<file path="src/hdl/wgbp_pkg.sv">
package wgbp_pkg;

    // Width of one data word and of the address pointer.
    localparam int WORD_W = 32;

    // Byte step between consecutive memory word writes of a burst.
    localparam logic [WORD_W-1:0] WORD_STEP = 32'd4;

    // Register indexes on the configuration port.
    localparam logic REG_BASE   = 1'b0;
    localparam logic REG_THRESH = 1'b1;

    // Result kinds.
    localparam logic KIND_WRITE    = 1'b0;
    localparam logic KIND_READBACK = 1'b1;

    // Input operation codes; OP_NONE is accepted and dropped.
    typedef enum logic [1:0] {
        OP_PUSH   = 2'd0,
        OP_SETPTR = 2'd1,
        OP_READ   = 2'd2,
        OP_NONE   = 2'd3
    } op_t;

    // One command as it travels from the front end to the back end.
    typedef struct packed {
        op_t               op;
        logic [WORD_W-1:0] word;
    } qcmd_t;

    // Back end sequencer states.
    typedef enum logic [1:0] {
        ST_IDLE  = 2'd0,
        ST_FETCH = 2'd1,
        ST_EMIT  = 2'd2
    } back_state_t;

    // Status of the command queue as seen by its two sides.
    typedef struct packed {
        logic full;
        logic empty;
    } qstat_t;

endpackage

</file>
<file path="src/hdl/wgbp_front.sv">
module wgbp_front #(
    parameter int BURST_WORDS = 8,
    parameter int IDX_W       = $clog2(BURST_WORDS)
) (
    input  logic                       clk,
    input  logic                       rst_n,
    input  logic                       in_valid,
    output logic                       in_stall,
    input  logic [1:0]                 op,
    input  logic [wgbp_pkg::WORD_W-1:0] data_word,
    input  wgbp_pkg::qstat_t           q_stat,
    output logic                       q_push,
    output wgbp_pkg::qcmd_t            q_cmd,
    output logic [IDX_W-1:0]           q_idx
);
    import wgbp_pkg::*;

    localparam logic [IDX_W-1:0] LAST_IDX = IDX_W'(BURST_WORDS - 1);

    logic [IDX_W-1:0] fill_reg;
    logic [IDX_W-1:0] fill_next;
    logic             in_xfer;
    op_t              op_code;

    // The front end takes a transfer whenever the queue has room.
    assign in_stall = q_stat.full;
    assign in_xfer  = in_valid && !q_stat.full;
    assign op_code  = op_t'(op);

    // Unused codes are taken and dropped; everything else is queued.
    assign q_push     = in_xfer && (op_code != OP_NONE);
    assign q_cmd.op   = op_code;
    assign q_cmd.word = data_word;
    assign q_idx      = fill_reg;

    // Gather slot counter: wraps after the last slot of a burst.
    always_comb
    begin
        fill_next = fill_reg;
        if (in_xfer && (op_code == OP_PUSH))
        begin
            if (fill_reg == LAST_IDX)
                fill_next = '0;
            else
                fill_next = fill_reg + 1'b1;
        end
    end

    always_ff @(posedge clk or negedge rst_n)
    begin
        if (!rst_n)
            fill_reg <= '0;
        else
            fill_reg <= fill_next;
    end

endmodule

</file>
<file path="src/hdl/wgbp_fifo.sv">
module wgbp_fifo #(
    parameter int WIDTH = 40
) (
    input  logic             clk,
    input  logic             rst_n,
    input  logic             push,
    input  logic [WIDTH-1:0] din,
    input  logic             pop,
    output logic [WIDTH-1:0] dout,
    output wgbp_pkg::qstat_t stat
);
    import wgbp_pkg::*;

    logic [WIDTH-1:0] entry_reg [2];
    logic             wr_ptr_reg;
    logic             wr_ptr_next;
    logic             rd_ptr_reg;
    logic             rd_ptr_next;
    logic [1:0]       count_reg;
    logic [1:0]       count_next;
    logic             do_push;
    logic             do_pop;

    assign stat.full  = (count_reg == 2'd2);
    assign stat.empty = (count_reg == 2'd0);
    assign dout       = entry_reg[rd_ptr_reg];

    assign do_push = push && !stat.full;
    assign do_pop  = pop && !stat.empty;

    // Pointer and occupancy update.
    always_comb
    begin
        wr_ptr_next = do_push ? ~wr_ptr_reg : wr_ptr_reg;
        rd_ptr_next = do_pop ? ~rd_ptr_reg : rd_ptr_reg;
        count_next  = count_reg;
        if (do_push && !do_pop)
            count_next = count_reg + 2'd1;
        else if (do_pop && !do_push)
            count_next = count_reg - 2'd1;
    end

    always_ff @(posedge clk or negedge rst_n)
    begin
        if (!rst_n)
        begin
            wr_ptr_reg <= 1'b0;
            rd_ptr_reg <= 1'b0;
            count_reg  <= 2'd0;
        end
        else
        begin
            wr_ptr_reg <= wr_ptr_next;
            rd_ptr_reg <= rd_ptr_next;
            count_reg  <= count_next;
        end
    end

    // Entry storage needs no reset.
    always_ff @(posedge clk)
    begin
        if (do_push)
            entry_reg[wr_ptr_reg] <= din;
    end

endmodule

</file>
<file path="src/hdl/wgbp_back.sv">
module wgbp_back #(
    parameter int BURST_WORDS = 8,
    parameter int IDX_W       = $clog2(BURST_WORDS)
) (
    input  logic                        clk,
    input  logic                        rst_n,
    input  logic                        cfg_we,
    input  logic                        cfg_index,
    input  logic [wgbp_pkg::WORD_W-1:0] cfg_data,
    input  wgbp_pkg::qstat_t            q_stat,
    input  wgbp_pkg::qcmd_t             q_cmd,
    input  logic [IDX_W-1:0]            q_idx,
    output logic                        q_pop,
    output logic                        out_valid,
    input  logic                        out_stall,
    output logic                        kind,
    output logic [wgbp_pkg::WORD_W-1:0] address,
    output logic [wgbp_pkg::WORD_W-1:0] data,
    output logic                        last
);
    import wgbp_pkg::*;

    localparam logic [IDX_W-1:0] LAST_IDX = IDX_W'(BURST_WORDS - 1);

    back_state_t       state_reg;
    back_state_t       state_next;
    logic [WORD_W-1:0] base_reg;
    logic [WORD_W-1:0] thresh_reg;
    logic [WORD_W-1:0] ptr_reg;
    logic [WORD_W-1:0] ptr_next;
    logic [WORD_W-1:0] ptr_inc;
    logic [IDX_W-1:0]  rd_idx_reg;
    logic [IDX_W-1:0]  rd_idx_next;
    logic [WORD_W-1:0] gather_mem [BURST_WORDS];
    logic [WORD_W-1:0] rd_data_reg;
    logic              out_valid_reg;
    logic              out_valid_next;
    logic              kind_reg;
    logic [WORD_W-1:0] address_reg;
    logic [WORD_W-1:0] data_reg;
    logic              last_reg;
    logic              slot_free;
    logic              burst_last;
    logic              burst_start;
    logic              mem_we;
    logic              ptr_set;
    logic              load_write;
    logic              load_read;

    // The output register can take a new result when empty or being drained.
    assign slot_free   = !out_valid_reg || !out_stall;
    assign burst_last  = (rd_idx_reg == LAST_IDX);
    assign burst_start = !q_stat.empty && (q_cmd.op == OP_PUSH) && (q_idx == LAST_IDX);
    assign ptr_inc     = ptr_reg + WORD_STEP;

    // Sequencer next state.
    always_comb
    begin
        state_next = state_reg;
        unique case (state_reg)
            ST_IDLE:
            begin
                if (burst_start)
                    state_next = ST_FETCH;
            end
            ST_FETCH:
                state_next = ST_EMIT;
            ST_EMIT:
            begin
                if (slot_free)
                    state_next = burst_last ? ST_IDLE : ST_FETCH;
            end
            default:
                state_next = ST_IDLE;
        endcase
    end

    // Sequencer outputs.
    always_comb
    begin
        q_pop      = 1'b0;
        mem_we     = 1'b0;
        ptr_set    = 1'b0;
        load_write = 1'b0;
        load_read  = 1'b0;
        unique case (state_reg)
            ST_IDLE:
            begin
                if (!q_stat.empty)
                begin
                    unique case (q_cmd.op)
                        OP_PUSH:
                        begin
                            q_pop  = 1'b1;
                            mem_we = 1'b1;
                        end
                        OP_SETPTR:
                        begin
                            q_pop   = 1'b1;
                            ptr_set = 1'b1;
                        end
                        OP_READ:
                        begin
                            if (slot_free)
                            begin
                                q_pop     = 1'b1;
                                load_read = 1'b1;
                            end
                        end
                        default:
                            q_pop = 1'b1;
                    endcase
                end
            end
            ST_FETCH:
            begin
            end
            ST_EMIT:
                load_write = slot_free;
            default:
            begin
            end
        endcase
    end

    // Pointer and burst index update; after a burst, reload from base once the pointer reaches the threshold.
    always_comb
    begin
        ptr_next    = ptr_reg;
        rd_idx_next = rd_idx_reg;
        if (ptr_set)
            ptr_next = q_cmd.word;
        else if (load_write)
        begin
            if (burst_last && (ptr_inc >= thresh_reg))
                ptr_next = base_reg;
            else
                ptr_next = ptr_inc;
        end
        if (load_write)
            rd_idx_next = burst_last ? '0 : rd_idx_reg + 1'b1;
    end

    // Output valid: set on a load, cleared once the result is taken.
    always_comb
    begin
        out_valid_next = out_valid_reg;
        if (load_write || load_read)
            out_valid_next = 1'b1;
        else if (!out_stall)
            out_valid_next = 1'b0;
    end

    always_ff @(posedge clk or negedge rst_n)
    begin
        if (!rst_n)
        begin
            state_reg     <= ST_IDLE;
            base_reg      <= '0;
            thresh_reg    <= '0;
            ptr_reg       <= '0;
            rd_idx_reg    <= '0;
            out_valid_reg <= 1'b0;
        end
        else
        begin
            state_reg     <= state_next;
            ptr_reg       <= ptr_next;
            rd_idx_reg    <= rd_idx_next;
            out_valid_reg <= out_valid_next;
            if (cfg_we)
            begin
                unique case (cfg_index)
                    REG_BASE:   base_reg   <= cfg_data;
                    REG_THRESH: thresh_reg <= cfg_data;
                    default:
                    begin
                    end
                endcase
            end
        end
    end

    // Gather memory: one write port, one registered read port.
    always_ff @(posedge clk)
    begin
        if (mem_we)
            gather_mem[q_idx] <= q_cmd.word;
        rd_data_reg <= gather_mem[rd_idx_reg];
    end

    // Output payload register.
    always_ff @(posedge clk)
    begin
        if (load_write)
        begin
            kind_reg    <= KIND_WRITE;
            address_reg <= ptr_reg;
            data_reg    <= rd_data_reg;
            last_reg    <= burst_last;
        end
        else if (load_read)
        begin
            kind_reg    <= KIND_READBACK;
            address_reg <= '0;
            data_reg    <= ptr_reg;
            last_reg    <= 1'b1;
        end
    end

    assign out_valid = out_valid_reg;
    assign kind      = kind_reg;
    assign address   = address_reg;
    assign data      = data_reg;
    assign last      = last_reg;

endmodule

</file>
<file path="src/hdl/write_gather_burst_pipe_top.sv">
// Write-gather burst pipe.
// Input channel (in_valid / in_stall, fields op and data_word) takes one
// transfer per cycle while the two-entry command queue has room. Op push
// gathers a word, op pointer write replaces the write pointer, op read
// returns the pointer, and the unused code is taken and dropped.
// Output channel (out_valid / out_stall) carries kind, address, data and last.
// A pointer readback passes through the command queue and the output
// register. The transfer that fills the gather memory starts a burst;
// each word write is fetched by the registered read of the gather memory
// and then loaded into the output register, and the next word is fetched
// only after that load. While a burst drains the queue holds further
// commands, so the input side stalls once it is full.
// Configuration writes (cfg_we, cfg_index, cfg_data) take effect at once.
// Reset clears the pointer, the base and threshold registers, the gather
// count and the queue; the gather memory itself keeps no reset.
// When the receiver stalls, the output register holds its result and the
// burst pauses until it is taken.
module write_gather_burst_pipe_top #(
    parameter int BURST_WORDS = 8
) (
    input  logic                        clk,
    input  logic                        rst_n,
    input  logic                        cfg_we,
    input  logic                        cfg_index,
    input  logic [wgbp_pkg::WORD_W-1:0] cfg_data,
    input  logic                        in_valid,
    output logic                        in_stall,
    input  logic [1:0]                  op,
    input  logic [wgbp_pkg::WORD_W-1:0] data_word,
    output logic                        out_valid,
    input  logic                        out_stall,
    output logic                        kind,
    output logic [wgbp_pkg::WORD_W-1:0] address,
    output logic [wgbp_pkg::WORD_W-1:0] data,
    output logic                        last
);
    import wgbp_pkg::*;

    localparam int IDX_W = $clog2(BURST_WORDS);
    localparam int Q_W   = $bits(qcmd_t) + IDX_W;

    qcmd_t            f_cmd;
    logic [IDX_W-1:0] f_idx;
    logic             q_push;
    qcmd_t            b_cmd;
    logic [IDX_W-1:0] b_idx;
    logic             q_pop;
    qstat_t           q_stat;

    // Front end: accepts and classifies transfers, counts gather slots.
    wgbp_front #(
        .BURST_WORDS (BURST_WORDS),
        .IDX_W       (IDX_W)
    ) u_front (
        .clk       (clk),
        .rst_n     (rst_n),
        .in_valid  (in_valid),
        .in_stall  (in_stall),
        .op        (op),
        .data_word (data_word),
        .q_stat    (q_stat),
        .q_push    (q_push),
        .q_cmd     (f_cmd),
        .q_idx     (f_idx)
    );

    // Command queue between the two halves.
    wgbp_fifo #(
        .WIDTH (Q_W)
    ) u_fifo (
        .clk   (clk),
        .rst_n (rst_n),
        .push  (q_push),
        .din   ({f_cmd, f_idx}),
        .pop   (q_pop),
        .dout  ({b_cmd, b_idx}),
        .stat  (q_stat)
    );

    // Back end: gather memory, pointer and burst sequencer.
    wgbp_back #(
        .BURST_WORDS (BURST_WORDS),
        .IDX_W       (IDX_W)
    ) u_back (
        .clk       (clk),
        .rst_n     (rst_n),
        .cfg_we    (cfg_we),
        .cfg_index (cfg_index),
        .cfg_data  (cfg_data),
        .q_stat    (q_stat),
        .q_cmd     (b_cmd),
        .q_idx     (b_idx),
        .q_pop     (q_pop),
        .out_valid (out_valid),
        .out_stall (out_stall),
        .kind      (kind),
        .address   (address),
        .data      (data),
        .last      (last)
    );

    // A readback is always a single, final result.
    a_readback_last: assert property (@(posedge clk) disable iff (!rst_n)
        (out_valid && (kind == KIND_READBACK)) |-> (last && (address == '0)))
        else $error("readback result without last or with nonzero address");

    // Within a burst the next word write follows at an address 4 higher.
    a_burst_step: assert property (@(posedge clk) disable iff (!rst_n)
        (out_valid && !out_stall && (kind == KIND_WRITE) && !last) |=>
        (!out_valid || ((kind == KIND_WRITE) && (address == $past(address) + WORD_STEP))))
        else $error("burst word write out of address sequence");

    // The input side stalls only while the queue is full.
    a_stall_full: assert property (@(posedge clk) disable iff (!rst_n)
        in_stall |-> (q_stat.full && !q_stat.empty))
        else $error("input stalled while the command queue has room");

endmodule
</file>
<file path="config.mk">
export PLATFORM = sky130hd
export DESIGN_NAME = write_gather_burst_pipe_top
export DESIGN_NICKNAME = d
export VERILOG_FILES = /design/src/hdl/wgbp_pkg.sv /design/src/hdl/wgbp_front.sv /design/src/hdl/wgbp_fifo.sv /design/src/hdl/wgbp_back.sv /design/src/hdl/write_gather_burst_pipe_top.sv
export SDC_FILE = /design/constraint.sdc
export NUM_CORES = 1
export LEC_CHECK = 0
export ABC_AREA = 1
export BUFFER_PORTS_ARGS = -buffer_cell sky130_fd_sc_hd__buf_2
export CAP_MARGIN = 20
export CORE_MARGIN = 10
export CORE_UTILIZATION = 45
export DETAILED_ROUTE_END_ITERATION = 8
export GPL_TIMING_DRIVEN = 1
export PLACE_DENSITY_LB_ADDON = 0.25
export SLEW_MARGIN = 30
export SYNTH_ARGS = -nofsm -noshare
export SYNTH_HDL_FRONTEND = slang
export SYNTH_SLANG_ARGS = --single-unit
</file>
<file path="constraint.sdc">
create_clock -name clk -period 5.3 [get_ports clk]
set_clock_uncertainty 0.05 [all_clocks]
set_input_delay 0.265 -clock clk [delete_from_list [all_inputs] [get_ports clk]]
set_output_delay 0.265 -clock clk [all_outputs]
set_load 0.005 [all_outputs]
</file>
==> impl_metrics.tcl <==
set metrics [dict create \
    start_util_pct 45.7 \
    yosysTopAreaCell "edfxtp_1" \
    cp-endpoint "u_back.ptr_reg[22]" \
    clock_path_buffers 3 \
    postCtsSetupRepairBufs 0 \
    fillerInstances 4217 \
    yosys.cell_types.count 39 \
    r2r_start "u_back.ptr_reg[2]" \
    cts_tree "yes" \
    synthMuxAreaShare_pct 1.38 \
    drc_errors 0 \
    worstSetupStartpointType "flip-flop" \
    final_nets 2332 \
    cts.sinks 537 \
    die_area_um2 59200 \
    syn2layout_area_growth_pct 17.1 \
    yosys_warnings 0 \
    largest_reg_flops 256 \
    synthesis.area_um2 22400 \
    r2r_cells 17 \
    cp-end-kind "flip-flop" \
    numCtsBuffers 55 \
    gr-usage-all-layers_pct 19.5 \
    synth_fa_ha_area_share_pct 2.17 \
    final_util_pct 53.4 \
    drive_gt1_share_pct 13.3 \
    crit_fanout 30 \
    tightest_slew_ns 0.925 \
    slew_viol_final 0 \
    grt_start_max_net_pins 91 \
    hold_viol_final 0 \
    grt_util_met2_pct 31.6 \
    synth.area.top_cells "edfxtp_1, dfrtp_1, o21ai_0, nor2_1, nand2_1" \
    syn_inst 2027 \
    drtPass1Iterations 7 \
    grt_antenna_before_repair 0 \
    slew_headroom_pct 37.7 \
    synth.net_count 2138 \
    wl_per_cell_um 19.9 \
    globalRouteOverflowTotal 0 \
    postCtsHoldBufs 68 \
    synth-compound-area-share_pct 8.61 \
    cp.arrival_ns 4.45 \
    drt_iter0_drc 1455 \
    rr_endpoint "u_back.ptr_reg[22]" \
    path_clk_slew_ns 0.07 \
    h-tree-depth 2 \
    grt.met1_usage_pct 26.5 \
    cts_root_buf "clkbuf_16" \
    rows 81 \
    layout_setup_ws_ns 1.35 \
    grt_first_pass_wirelength_mm 90.2 \
    ys_seq_area_share_pct 67.9 \
    path_class "flip-flop to flip-flop" \
    top_usage_layer "met2" \
    synth-seq-cells 537 \
    finalSetupViolCount 0 \
    startpoint "u_back.ptr_reg[2]" \
    dpl.hpwl_mm 37.9 \
    fp.coreArea_um2 49200 \
    diodes 0 \
    cap_violations 0 \
    p_leak_nw 10.7 \
    grt_use_met3_pct 3.10 \
    yosysTopAreaCellShare_pct 52.9 \
    routabilityCongestion 0.888 \
    ios 140 \
    ff2ff_setup_slack_ns 1.35 \
    yosys.area_share.simple_pct 13.1 \
    hp-class "input port to flip-flop" \
    stdcell_area_um2 26300 \
    dp_slack_ns 1.47 \
    max_clock_freq_ghz 0.253 \
    routed-via-count 15300 \
    outcome "finished, final reports clean" \
    tns_ns 0 \
    cp.required_ns 5.80 \
    portBuffers 139 \
    synthXorXnorAreaFrac_pct 0.898 \
    dieHeight_um 243 \
    synth_top_family_by_area "simple AND/OR/NAND/NOR gates" \
    syn-mean-instance-area_um2 11.1 \
    hold_start "in_valid" \
    die_w_um 243 \
    vias_per_cell 5.21 \
    cellPowerDensity_nw_per_um2 552 \
    min_period_ns 3.95 \
    drtAntennaViolNets 0 \
    grt_pass1_vias 15200 \
    drt_wl_total_mm 58.4 \
    grt_setup_unrepaired "no" \
    ir_drop_v 0.000377 \
    post_cts_resized 0 \
    finalCritPeriodShare_pct 74.5 \
    insertion_delay_ns 0.63 \
    placed_area_um2 23800 \
]
==> how the worst min path moves through the flow <==
stage                                     to  slack, ns  depth (start not counted)
after global placement     u_back.ptr_reg[0]       0.38                          1
after global routing        u_front.q_idx[1]       0.10                          5
after floorplan           u_back.base_reg[0]      -0.08                          0
after detailed placement   u_back.ptr_reg[1]       0.38                          1
after CTS                   u_front.q_idx[1]       0.05                          5
final                       u_front.q_idx[1]       0.07                          5
==> per-layer routing <==
metal  part of all wire [%]  routed length, um
met3                    6.2               3610
met1                     44              25700
met2                     48              27800
met5                      0                  0
met4                    2.2               1270
==> report_power, final <==
group / internal (mW) / switching (mW) / leakage, nW / total, mW
Sequential: 5.77 / 0.516 / 5.25 / 6.28
Combinational: 1.34 / 3.08 / 4.61 / 4.42
Clock: 2.16 / 1.63 / 0.862 / 3.80
==> worst max-delay path, cell delays in order (launching register included) <==
cell,delay (ns)
dfrtp_1,0.45
ha_1,0.23
nand2_1,0.15
nor4_1,0.67
nand3_1,0.15
nand2_1,0.15
inv_1,0.05
ha_1,0.27
nand2_1,0.10
nor2_1,0.17
nand4_1,0.13
a21oi_1,0.13
nor2_1,0.06
nand2_2,0.25
nand2_2,0.48
nand2_1,0.21
nand3_1,0.09
nand2_1,0.09
==> cell usage in the layout (no fill, tap or decap), types with 3 or more instances in the layout <==
| master | Yosys | routed |
|---|---|---|
| edfxtp_1 | 395 | 395 |
| nor2_1 | 303 | 293 |
| nand2_1 | 281 | 280 |
| o21ai_0 | 237 | 237 |
| inv_1 | 224 | 222 |
| buf_2 | 25 | 138 |
| dfrtp_1 | 109 | 106 |
| nand3_1 | 81 | 81 |
| dlygate4sd3_1 | 0 | 68 |
| clkbuf_16 | 0 | 55 |
| ha_1 | 39 | 39 |
| dfxtp_1 | 33 | 33 |
| o22ai_1 | 32 | 32 |
| a31oi_1 | 32 | 32 |
| mux2i_1 | 31 | 31 |
| a22oi_1 | 30 | 30 |
| buf_4 | 3 | 26 |
| xor2_1 | 22 | 22 |
| clkbuf_1 | 53 | 17 |
| inv_2 | 14 | 14 |
| a21oi_1 | 14 | 14 |
| nor2_2 | 5 | 13 |
| clkinv_1 | 0 | 8 |
| clkinv_2 | 0 | 8 |
| nor3_1 | 8 | 7 |
| nor3_2 | 6 | 7 |
| nand2_2 | 5 | 6 |
| nand4_1 | 6 | 6 |
| clkbuf_8 | 1 | 6 |
| nor2_4 | 3 | 5 |
| or2_2 | 4 | 4 |
| nor4_1 | 3 | 3 |
| o21a_1 | 3 | 3 |
| bufinv_16 | 0 | 3 |
| clkinvlp_4 | 0 | 3 |
==> layout make-up <==
type	instances	area [um^2]	area share (%)
Sequential cell	537	15300	58.1
Multi-Input combinational cell	1156	5910	22.5
Timing Repair Buffer	233	1590	6.07
Clock buffer	78	1520	5.80
Inverter	238	896	3.41
Tap cell	664	831	3.16
Clock inverter	26	265	1.01
==> Yosys cell counts <==
cell,n
a21o_1,2
a21oi_1,14
a22oi_1,30
a31oi_1,32
buf_1,11
buf_2,25
buf_4,3
buf_6,3
clkbuf_1,53
clkbuf_8,1
dfrtp_1,109
dfxtp_1,33
edfxtp_1,395
ha_1,39
inv_1,224
inv_2,14
mux2i_1,31
nand2_1,281
nand2_2,5
nand3_1,81
nand3_2,2
nand3b_1,1
nand4_1,6
nor2_1,303
nor2_2,5
nor2_4,3
nor3_1,8
nor3_2,6
nor3_4,1
nor4_1,3
o21a_1,3
o21ai_0,237
o21ai_1,1
o21ai_2,1
o22ai_1,32
or2_1,2
or2_2,4
xnor2_1,1
xor2_1,22
==> cell families after synthesis <==
logic type                 count (synthesis)
AOI/OAI and AO/OA                        352
xor gates and xnor gates                  23
adders and majority gates                 39
buffers and inverters                    334
DFF                                      537
muxes                                     31
and+or+nand+nor                          711
==> through the flow <==
stage / std cells / hold slack [ns] / total power, mW
finish: 2932 / 0.0748 / 14.5
global route: 2932 / 0.101 / 15.4
CTS: 2931 / 0.0520 / 14.6
detailed placement: 2759 / 0.383 / 10.7
global placement: 2759 / 0.380 / 10.7
floorplan: 2027 / -0.0806 / 9.03
(Power assumes the default switching activity.)
